$ cat src/rtl/far_pkg.sv
`timescale 1ns / 1ps
`default_nettype none
// ----------------------------------------------------------------------------
// far_pkg
// Shared types and constants for the fraction arithmetic and reduction core.
// ----------------------------------------------------------------------------
package far_pkg;

  localparam int OPERAND_BITS = 16;
  localparam int PROD_BITS    = 2 * OPERAND_BITS;
  localparam int SUM_BITS     = PROD_BITS + 1;
  localparam int RES_BITS     = 33;
  localparam int CNT_BITS     = $clog2(SUM_BITS + 1);

  typedef enum logic [1:0] {
    OP_ADD = 2'd0,
    OP_SUB = 2'd1,
    OP_MUL = 2'd2,
    OP_DIV = 2'd3
  } op_t;

  typedef enum logic [3:0] {
    ST_IDLE,
    ST_MUL1,
    ST_MUL2,
    ST_COMB,
    ST_GCD_START,
    ST_GCD_WAIT,
    ST_DIVN_START,
    ST_DIVN_WAIT,
    ST_DIVD_START,
    ST_DIVD_WAIT,
    ST_DONE
  } state_t;

  // Handshake between the sequencer and the shared divider.
  typedef struct packed {
    logic start;
  } div_ctrl_t;

  typedef struct packed {
    logic busy;
    logic done;
  } div_stat_t;

endpackage
`default_nettype wire

$ cat src/rtl/far_divider.sv
`timescale 1ns / 1ps
`default_nettype none
// ----------------------------------------------------------------------------
// far_divider
// Restoring unsigned divider, one quotient bit per cycle.
// ----------------------------------------------------------------------------
module far_divider (
  input  wire logic                          clk,
  input  wire logic                          rst,
  input  wire far_pkg::div_ctrl_t            ctrl,
  input  wire logic [far_pkg::SUM_BITS-1:0]  dividend,
  input  wire logic [far_pkg::SUM_BITS-1:0]  divisor,
  output far_pkg::div_stat_t                 stat,
  output logic      [far_pkg::SUM_BITS-1:0]  quotient,
  output logic      [far_pkg::SUM_BITS-1:0]  remainder
);
  import far_pkg::*;

  logic [SUM_BITS-1:0] dvs;
  logic [CNT_BITS-1:0] cnt;
  logic                busy;
  logic                done;
  logic [SUM_BITS:0]   trial;
  logic [SUM_BITS:0]   shifted;

  assign shifted = {remainder, quotient[SUM_BITS-1]};
  assign trial   = shifted - {1'b0, dvs};

  always_ff @(posedge clk) begin
    if (rst) begin
      busy <= 1'b0;
      done <= 1'b0;
      cnt  <= '0;
    end else begin
      done <= 1'b0;
      if (ctrl.start && !busy) begin
        busy      <= 1'b1;
        cnt       <= CNT_BITS'(SUM_BITS);
        dvs       <= divisor;
        quotient  <= dividend;
        remainder <= '0;
      end else if (busy) begin
        if (trial[SUM_BITS]) begin
          remainder <= shifted[SUM_BITS-1:0];
          quotient  <= {quotient[SUM_BITS-2:0], 1'b0};
        end else begin
          remainder <= trial[SUM_BITS-1:0];
          quotient  <= {quotient[SUM_BITS-2:0], 1'b1};
        end
        cnt <= cnt - 1'b1;
        if (cnt == CNT_BITS'(1)) begin
          busy <= 1'b0;
          done <= 1'b1;
        end
      end
    end
  end

  assign stat.busy = busy;
  assign stat.done = done;

endmodule
`default_nettype wire

$ cat src/rtl/fraction_arith_reduce_core.sv
`timescale 1ns / 1ps
`default_nettype none
// ----------------------------------------------------------------------------
// fraction_arith_reduce_core
// Adds, subtracts, multiplies or divides two fractions and reduces by gcd.
// ----------------------------------------------------------------------------
// Channel | Direction | Fields
// in      | input     | req_type, a_num, a_den, b_num, b_den
// out     | output    | res_num, res_den, zero_den
//
// There is one divider pass per Euclid step of the gcd, then one each for the
// numerator and the denominator, all on the one shared shift-subtract divider.
// Reset is synchronous and clears the sequencer state and out_valid.
// in_stall is high whenever an item is in work; out_stall holds the result.
// ----------------------------------------------------------------------------
module fraction_arith_reduce_core (
  input  wire logic                                 clk,
  input  wire logic                                 rst,
  input  wire logic                                 in_valid,
  output logic                                      in_stall,
  input  wire logic [1:0]                           req_type,
  input  wire logic signed [far_pkg::OPERAND_BITS-1:0] a_num,
  input  wire logic signed [far_pkg::OPERAND_BITS-1:0] a_den,
  input  wire logic signed [far_pkg::OPERAND_BITS-1:0] b_num,
  input  wire logic signed [far_pkg::OPERAND_BITS-1:0] b_den,
  output logic                                      out_valid,
  input  wire logic                                 out_stall,
  output logic signed [far_pkg::RES_BITS-1:0]       res_num,
  output logic signed [far_pkg::RES_BITS-1:0]       res_den,
  output logic                                      zero_den
);
  import far_pkg::*;

  state_t state, state_next;
  op_t    op;
  logic signed [OPERAND_BITS-1:0] an, ad, bn, bd;
  logic signed [PROD_BITS-1:0]    p1, p2, prod;
  logic signed [SUM_BITS-1:0]     num, den;
  logic [SUM_BITS-1:0] gx, gy, gcd_val, nq;
  logic                num_neg, den_neg;

  div_ctrl_t           dctrl;
  div_stat_t           dstat;
  logic [SUM_BITS-1:0] d_dividend, d_divisor, d_quot, d_rem;

  logic [SUM_BITS-1:0] nm, dm;
  logic signed [OPERAND_BITS-1:0] m1a, m1b;

  assign nm = num[SUM_BITS-1] ? SUM_BITS'(-num) : num;
  assign dm = den[SUM_BITS-1] ? SUM_BITS'(-den) : den;

  far_divider u_div (
    .clk(clk), .rst(rst), .ctrl(dctrl), .dividend(d_dividend),
    .divisor(d_divisor), .stat(dstat), .quotient(d_quot), .remainder(d_rem)
  );

  // One multiplier, used in turn for each cross product.
  always_comb begin
    m1a = ad;
    m1b = bd;
    case (state)
      ST_MUL1: if (op == OP_DIV) begin
        m1a = ad;
        m1b = bn;
      end
      ST_MUL2: begin
        m1a = an;
        m1b = (op == OP_MUL) ? bn : bd;
      end
      ST_COMB: begin
        m1a = bn;
        m1b = ad;
      end
      default: ;
    endcase
  end

  assign prod = m1a * m1b;

  always_ff @(posedge clk) begin
    if (rst) begin
      state     <= ST_IDLE;
      out_valid <= 1'b0;
    end else begin
      state <= state_next;
      if (state == ST_DONE) out_valid <= 1'b1;
      else if (out_valid && !out_stall) out_valid <= 1'b0;
    end
  end

  always_ff @(posedge clk) begin
    case (state)
      ST_IDLE: if (in_valid && !in_stall) begin
        op <= op_t'(req_type);
        an <= a_num; ad <= a_den; bn <= b_num; bd <= b_den;
      end
      ST_MUL1: p1 <= prod;
      ST_MUL2: p2 <= prod;
      ST_COMB: begin
        den <= {p1[PROD_BITS-1], p1};
        if (op == OP_ADD) num <= {p2[PROD_BITS-1], p2} + {prod[PROD_BITS-1], prod};
        else if (op == OP_SUB) num <= {p2[PROD_BITS-1], p2} - {prod[PROD_BITS-1], prod};
        else num <= {p2[PROD_BITS-1], p2};
      end
      ST_GCD_START: begin
        num_neg <= num[SUM_BITS-1];
        den_neg <= den[SUM_BITS-1];
        gx <= nm;
        gy <= dm;
      end
      ST_GCD_WAIT: if (dstat.done) begin
        gx <= gy;
        gy <= d_rem;
      end
      ST_DIVN_START: begin
        if (gx == '0 || nm == '0) gcd_val <= SUM_BITS'(1);
        else gcd_val <= gx;
      end
      ST_DIVN_WAIT: if (dstat.done) nq <= d_quot;
      ST_DIVD_WAIT: if (dstat.done) begin
        res_num  <= RES_BITS'(num_neg ? -nq : nq);
        res_den  <= RES_BITS'(den_neg ? -d_quot : d_quot);
        zero_den <= (d_quot == '0);
      end
      default: ;
    endcase
  end

  always_comb begin
    state_next = state;
    in_stall   = (state != ST_IDLE) || out_valid;
    dctrl.start = 1'b0;
    d_dividend = gx;
    d_divisor  = gy;
    unique case (state)
      ST_IDLE:      if (in_valid && !in_stall) state_next = ST_MUL1;
      ST_MUL1:      state_next = ST_MUL2;
      ST_MUL2:      state_next = ST_COMB;
      ST_COMB:      state_next = ST_GCD_START;
      ST_GCD_START: state_next = ST_GCD_WAIT;
      ST_GCD_WAIT: begin
        if (gy == '0 || nm == '0) state_next = ST_DIVN_START;
        else if (dstat.done) state_next = ST_GCD_WAIT;
        else dctrl.start = !dstat.busy;
      end
      ST_DIVN_START: state_next = ST_DIVN_WAIT;
      ST_DIVN_WAIT: begin
        d_dividend = nm;
        d_divisor  = gcd_val;
        dctrl.start = !dstat.busy && !dstat.done;
        if (dstat.done) state_next = ST_DIVD_START;
      end
      ST_DIVD_START: state_next = ST_DIVD_WAIT;
      ST_DIVD_WAIT: begin
        d_dividend = dm;
        d_divisor  = gcd_val;
        dctrl.start = !dstat.busy && !dstat.done;
        if (dstat.done) state_next = ST_DONE;
      end
      ST_DONE:      state_next = ST_IDLE;
      default:      state_next = ST_IDLE;
    endcase
  end

`ifndef ASSERT_OFF
  a_no_accept_busy: assert property (@(posedge clk) disable iff (rst)
    (state != ST_IDLE) |-> in_stall) else $error("item accepted while busy");
  a_zero_flag: assert property (@(posedge clk) disable iff (rst)
    out_valid |-> (zero_den == (res_den == '0))) else $error("zero_den mismatch");
  a_div_start: assert property (@(posedge clk) disable iff (rst)
    dctrl.start |-> !dstat.busy) else $error("divider restarted while busy");
`endif

endmodule
`default_nettype wire
$ cat config.mk
export PLATFORM = sky130hd
export DESIGN_NAME = fraction_arith_reduce_core
export DESIGN_NICKNAME = d
export VERILOG_FILES = /design/src/rtl/far_pkg.sv /design/src/rtl/far_divider.sv /design/src/rtl/fraction_arith_reduce_core.sv
export SDC_FILE = /design/constraint.sdc
export NUM_CORES = 2
export LEC_CHECK = 0
export BUFFER_PORTS_ARGS = -buffer_cell sky130_fd_sc_hd__buf_4
export CORE_MARGIN = 1.5
export CORE_UTILIZATION = 65
export CTS_CLUSTER_SIZE = 8
export DETAILED_ROUTE_END_ITERATION = 12
export MAX_ROUTING_LAYER = met4
export PLACE_DENSITY = 0.91
export SLEW_MARGIN = 20
export SYNTH_ARGS = -nofsm -noshare
export SYNTH_HDL_FRONTEND = slang
export SYNTH_SLANG_ARGS = --single-unit
$ cat constraint.sdc
create_clock -name clk -period 38 [get_ports clk]
set_input_delay 5.7 -clock clk [delete_from_list [all_inputs] [get_ports clk]]
set_output_delay 5.7 -clock clk [all_outputs]
set_load 0.01 [all_outputs]
# ---- Word-level counts from Yosys, hierarchy flattened
# Index checks and enable logic that the tools add are counted.
dict set report word_totals {
  register_bits 508
  input_bits 70
  wordCells 126
}
dict set report classes {
  n_addsub 8
  n_mul 1
  eq_ne 19
  mux 38
  n_bitwise 2
  n_reduce_logical 31
}
# cell n
set op_table {}
lappend op_table {{$mux 33} 13}
lappend op_table {{$pmux 33 s2} 3}
lappend op_table {{$logic_not 33->1} 4}
lappend op_table {{$neg 33->33} 3}
lappend op_table {{$pmux 16 s3} 1}
lappend op_table {{$pmux 4 s10} 1}
lappend op_table {{$sub 34x33->34} 1}
lappend op_table {{$add 32x32->33} 1}
lappend op_table {{$neg 32->33} 1}
lappend op_table {{$sub 32x32->33} 1}
lappend op_table {{$mul 16x16->32} 1}
lappend op_table {{$mux 16} 2}
lappend op_table {{$pmux 16 s2} 1}
lappend op_table {{$mux 4} 5}
lappend op_table {{$eq 4x3->1 const B} 4}
lappend op_table {{$eq 4x4->1 const B} 3}
lappend op_table {{$mux 6} 2}
lappend op_table {{$reduce_and 2->1} 6}
lappend op_table {{$mux 1} 9}
lappend op_table {{$eq 4x2->1 const B} 2}
lappend op_table {{$eq 6x1->1 const B} 1}
lappend op_table {{$ne 2x1->1 const B} 3}
lappend op_table {{$reduce_bool 2->1} 3}
lappend op_table {{$sub 6x1->6 const B} 1}
lappend op_table {{16 further kinds} 27}

# ---- Logic depth before layout (Yosys ltp)
dict set report depth {
  depth_word 9
  mapped_depth 44
  depth_no_buf 41
}

# ---- Modules after synthesis
# Synthesis repeated with hierarchy kept, for this count alone.
dict set report hier_totals {
  hier_cells 3709
  area_unflattened_um2 37519.7
}
# mod n_inst cells_each area_each_um2 seq_area_each_um2
set modules_own_cells {}
lappend modules_own_cells {fraction_arith_reduce_core 1 3099 31317.5 11991.5}
lappend modules_own_cells {far_divider 1 610 6202.2 3133.0}

# ---- Least setup slack after synthesis
# OpenSTA, ideal clock, no wires.
dict set report synth_path {
  kind {reg2reg}
  from {register state[0]}
  to {register num[29] (data pin)}
  arrival_ns 13.432
  required_ns 37.731
  slack_ns 24.299
  path_stages_with_launch 38
  path_buffers 4
  path_cell_list {dfxtp_1 -> clkbuf_1 -> buf_1 -> nand2_1 -> nor3_1 -> a21oi_1 -> clkbuf_1 -> nor2_1 -> fa_1 -> inv_1 -> fa_1 -> fa_1 -> inv_1 -> fa_1 -> fa_1 -> inv_1 -> fa_1 -> inv_1 -> (+2 left out) -> a21o_1 -> a21oi_1 -> o311ai_0 -> a21oi_1 -> o21bai_1 -> a21oi_1 -> xnor2_1 -> ha_1 -> clkbuf_1 -> nand3_1 -> nor2_1 -> a31oi_1 -> o21a_1 -> a31oi_1 -> o41a_1 -> a221oi_1 -> xnor2_1 -> o21ai_0}
}
dict set report synth_between {
  elab_chain_cells 6
  elab_cells_between_ends 10
  cone_classes {add/sub (2); mul (1); eq/ne (3); mux (4)}
}
# element line_no
set synth_rtl {}
lappend synth_rtl {{start, declared} fraction_arith_reduce_core.sv:34} ;# state_t state, state_next;
lappend synth_rtl {{start signal, assigned} fraction_arith_reduce_core.sv:85} ;# state <= state_next;
lappend synth_rtl {{$eq 4x2->1 or $eq 4x1->1 (tied branches)} fraction_arith_reduce_core.sv:61} ;# case (state)
lappend synth_rtl {{$pmux 16 s3 or $pmux 16 s2 (tied branches)} fraction_arith_reduce_core.sv:61}
lappend synth_rtl {{$mul 16x16->32 *} fraction_arith_reduce_core.sv:78} ;# assign prod = m1a * m1b;
lappend synth_rtl {{net prod[19]} fraction_arith_reduce_core.sv:37} ;# logic signed [PROD_BITS-1:0] p1, p2, prod;
lappend synth_rtl {{$sub 32x32->33} fraction_arith_reduce_core.sv:102} ;# else if (op == OP_SUB) num <= {p2[PROD_BITS-1], p2} - {prod[PROD_BITS-1], prod};
lappend synth_rtl {{$mux 33} fraction_arith_reduce_core.sv:102}
lappend synth_rtl {{$mux 33 *} fraction_arith_reduce_core.sv:101} ;# if (op == OP_ADD) num <= {p2[PROD_BITS-1], p2} + {prod[PROD_BITS-1], prod};
lappend synth_rtl {{end signal, assigned} fraction_arith_reduce_core.sv:101}
lappend synth_rtl {{end signal, assigned} fraction_arith_reduce_core.sv:102}
lappend synth_rtl {{end signal, assigned} fraction_arith_reduce_core.sv:103} ;# else num <= {p2[PROD_BITS-1], p2};
lappend synth_rtl {{end, declared} fraction_arith_reduce_core.sv:38} ;# logic signed [SUM_BITS-1:0] num, den;
# The timed path passes the listed nets; every way through them passes the cells marked *.
# A chain may end at the register's enable or synchronous reset.

# ---- Final worst setup path
dict set report layout_path {
  from {register op[0]}
  to {register num[28] (data pin)}
}
dict set report layout_between {
  elab_chain_cells 7
  elab_cells_between_ends 12
  cone_classes {add/sub (2); mul (1); eq/ne (3); mux (5); reduce/logical (1)}
}
# element line_no
set layout_rtl {}
lappend layout_rtl {{start, declared} fraction_arith_reduce_core.sv:35} ;# op_t op;
lappend layout_rtl {{start signal, assigned} fraction_arith_reduce_core.sv:94} ;# op <= op_t'(req_type);
lappend layout_rtl {{$eq 2x2->1, on equally long branches} {fraction_arith_reduce_core.sv:68, fraction_arith_reduce_core.sv:62}}
lappend layout_rtl {{$mux 16, on equally long branches} {fraction_arith_reduce_core.sv:68, fraction_arith_reduce_core.sv:62}}
lappend layout_rtl {{$pmux 16 s3 *} fraction_arith_reduce_core.sv:61}
lappend layout_rtl {{$mul 16x16->32 *} fraction_arith_reduce_core.sv:78}
lappend layout_rtl {{net prod[22]} fraction_arith_reduce_core.sv:37}
lappend layout_rtl {{$sub 32x32->33} fraction_arith_reduce_core.sv:102}
lappend layout_rtl {{$mux 33} fraction_arith_reduce_core.sv:102}
lappend layout_rtl {{$mux 33 *} fraction_arith_reduce_core.sv:101}
# Marks and branches as above.

==> flow_summary.ini <==
[synthesis]
synthAdderAreaFrac_pct = 20.4
yosysWarnings = 0
synthArstFlopShare_pct = 0
synth-compound-area-share_pct = 12.4
synth_xor_area_share_pct = 5.14
netlist_area_um2 = 37500
ys.flop_type = edfxtp_1
synth_nets = 4210
yosysSeqAreaShare_pct = 40.3
synth_edf_count = 495
synth_top_family_by_area = adder cells
synth-seq-cells = 508
synth.area.mux_share_pct = 1.80
syn_area_per_cell_um2 = 10.2
synth_cell_type_count = 93
synthSimpleGateAreaFrac_pct = 14.0
synthCells = 3689

[global_route]
grt_overflow = 0
grt_pass1_vias = 29300
antenna_found_initial = 0
grt_max_degree = 88
grt_first_pass_wirelength_um = 156000
track_usage_pct = 34.9

[critical_path]
worst_path_max_delay_cell = clkinv_1
critical_path_required_ns = 38.38
crit_arrival_ns = 11.62
worst_setup_path_end_kind = flip-flop
slowest_delay_ns = 0.71
start_kind = flip-flop
cp_common_cell = fa_1
reg2reg_depth = 37
cp_max_fo = 55
crit_type = flip-flop to flip-flop

[cells_and_area]
multi_input_area_um2 = 20200
nets = 4332
drive_gt1_share_pct = 9.56
area_growth_pct = 10.5
fillCellCount = 3657
antennaDiodeCount = 0
final-seq-area_um2 = 15100

[clocking]
postCtsSetupBuffers = 0
cts_resized = 0
htreeDepth = 3
cts_num_sinks = 508
numCtsBuffers = 74
cts_tree = done
clk_latency_ns = 0.63
clkTransAtPathRegs_ns = 0.05
root_buffer = clkbuf_16
cts_hold_buf = 0
clock_path_buffers = 3

[placed_design]
hpwlAfterDp_um = 72400
portBuffers = 138
place_ws_ns = 27.01
gp_congestion = 1.02

[routing]
final_antenna_net_count = 0
wl_per_cell_um = 21.8
drt_iter0_drc = 3147
via_per_inst = 6.36
dr_wl_met3_um = 9210
first_pass_iters = 6
wl_met2_um = 47600
num_vias = 29200
drc = 0
routed.top_layer = met4
routed_wirelength_um = 99800
wl_met1_um = 35400

[timing]
finClkSkew_ns = 0.0378
fin_crit_ns = 11.24
fin_ws_ns = 26.76
max_freq_mhz = 88.9
relSlewSlack_pct = 21.5
setup_viol = 0
worst_slew_pin_slew_ns = 1.18
drv_slew = 0
final_hold_viol_count = 0
rsz0062_at_grt = false
min_period_over_period_pct = 29.6
tns_ns = 0

[floorplan]
ios = 139
std_cell_rows = 87
start_util_pct = 66.1
fp.dieW_um = 243
core_area_um2 = 56700
die-area_um2 = 59100
die_y_um = 243

[run_status]
status = complete, no violations

[worst_hold_path]
hold_path.class = flip-flop to flip-flop
holdPathStages = 0

[job]
cap_violations = 0
## sequential cells by signal, indices dropped and copies added (netlist names), 32 cells and up
name	cells
gcd_val	33
gx	33
gy	33
nq	33
num	33
res_den	33
res_num	33
u_div.dvs	33
u_div.quotient	33
u_div.remainder	33
den	32
p1	32
p2	32
## synth_stat cells, types with 22 or more instances
| master | count | area, µm² |
|---|---|---|
| nor4_1 | 38 | 238 |
| a21oi_1 | 230 | 1150 |
| fa_1 | 265 | 5310 |
| o21ai_0 | 133 | 666 |
| xor2_1 | 79 | 692 |
| nand2_1 | 387 | 1450 |
| mux2i_1 | 44 | 440 |
| o21a_1 | 22 | 165 |
| and2_1 | 45 | 282 |
| nor2_1 | 393 | 1480 |
| nor3_1 | 53 | 265 |
| edfxtp_1 | 495 | 14900 |
| nand2b_1 | 56 | 350 |
| nand4_1 | 25 | 156 |
| nand3_1 | 35 | 175 |
| o221a_2 | 25 | 282 |
| xnor2_1 | 141 | 1230 |
| ha_1 | 186 | 2330 |
| inv_1 | 451 | 1690 |
| a21o_1 | 58 | 435 |
| o31ai_1 | 35 | 263 |
| clkbuf_1 | 108 | 405 |
## routing by layer
layer | up-vias | track usage (%)
met5 | - | -
met4 | 0 | 23.8
met3 | 455 | 6.28
met2 | 1882 | 55.8
met1 | 13900 | 40.1
li1 | 12900 | -
## area by class of cell
| class | instances | area share [%] |
|---|---|---|
| Multi-Input combinational cell | 2594 | 48.8 |
| Sequential cell | 508 | 36.5 |
| Clock buffer | 84 | 4.56 |
| Inverter | 453 | 4.10 |
| Timing Repair Buffer | 180 | 3.30 |
| Tap cell | 756 | 2.28 |
| Clock inverter | 10 | 0.486 |
## layout by cell type (no fill, tap or decap), drive strengths merged, types with 19 or more instances in the layout
cell    Yosys  layout
ha        186     186
xor2       79      79
a21oi     230     230
nor2      393     393
nor4       40      40
o21a       22      22
o41ai      22      22
nor2b      21      21
nand2b     56      56
clkbuf    108      84
a21o       58      58
xnor2     141     141
inv       452     453
buf        26     180
nand2     388     388
o31ai      35      35
edfxtp    495     495
o221a      25      25
nor3       54      54
mux2i      44      44
o21ai     142     142
nand4      25      25
nand3      36      36
fa        265     265
or3        19      19
mux2       21      21
and2       45      45
## worst max-delay path: cells and delay by family, from the launching register on
family                     cells  cell delay [ns]
xor gates and xnor gates       2             0.50
buffers and inverters          6             1.52
AOI/OAI and AO/OA             11             2.70
adders and majority gates      8             3.71
DFF                            1             0.33
muxes                          1             0.26
and+or+nand+nor                9             1.95
## path summary, 6_finish.rpt
kind / startpoint / endpoint / slack, ns
worst max-delay path: op[0]$_DFFE_PP_ / num[28]$_DFFE_PN_ / 26.76
worst min-delay path: p1[7]$_DFFE_PP_ / den[7]$_DFFE_PN_ / 0.40
worst max register to register: op[0]$_DFFE_PP_ / num[28]$_DFFE_PN_ / 26.76
worst min register to register: p1[7]$_DFFE_PP_ / den[7]$_DFFE_PN_ / 0.40
## per-stage QoR
step / hold slack (ns) / cell area, µm² / util, % / cells
2_1_floorplan: 0.400 / 37500 / - / 3689
3_3_place_gp: 0.401 / 39300 / 69.3 / 4489
3_5_place_dp: 0.405 / 39300 / 69.3 / 4489
4_1_cts: 0.398 / 41400 / 73.0 / 4583
5_1_grt: 0.406 / 41500 / 73.1 / 4585
6_report: 0.398 / 41500 / 73.1 / 4585
## kinds of logic (layout without fill, tap and decap cells)
family,count (synthesis),in the layout
buf+inv,587,727
simple gates,1152,1152
compound gates,706,706
xor+xnor,220,220
flops,508,508
fa+ha+maj,451,451
mux,65,65
Power is not shown: default switching activity piles up to over one toggle a cycle in this logic, so the estimate is an artifact.
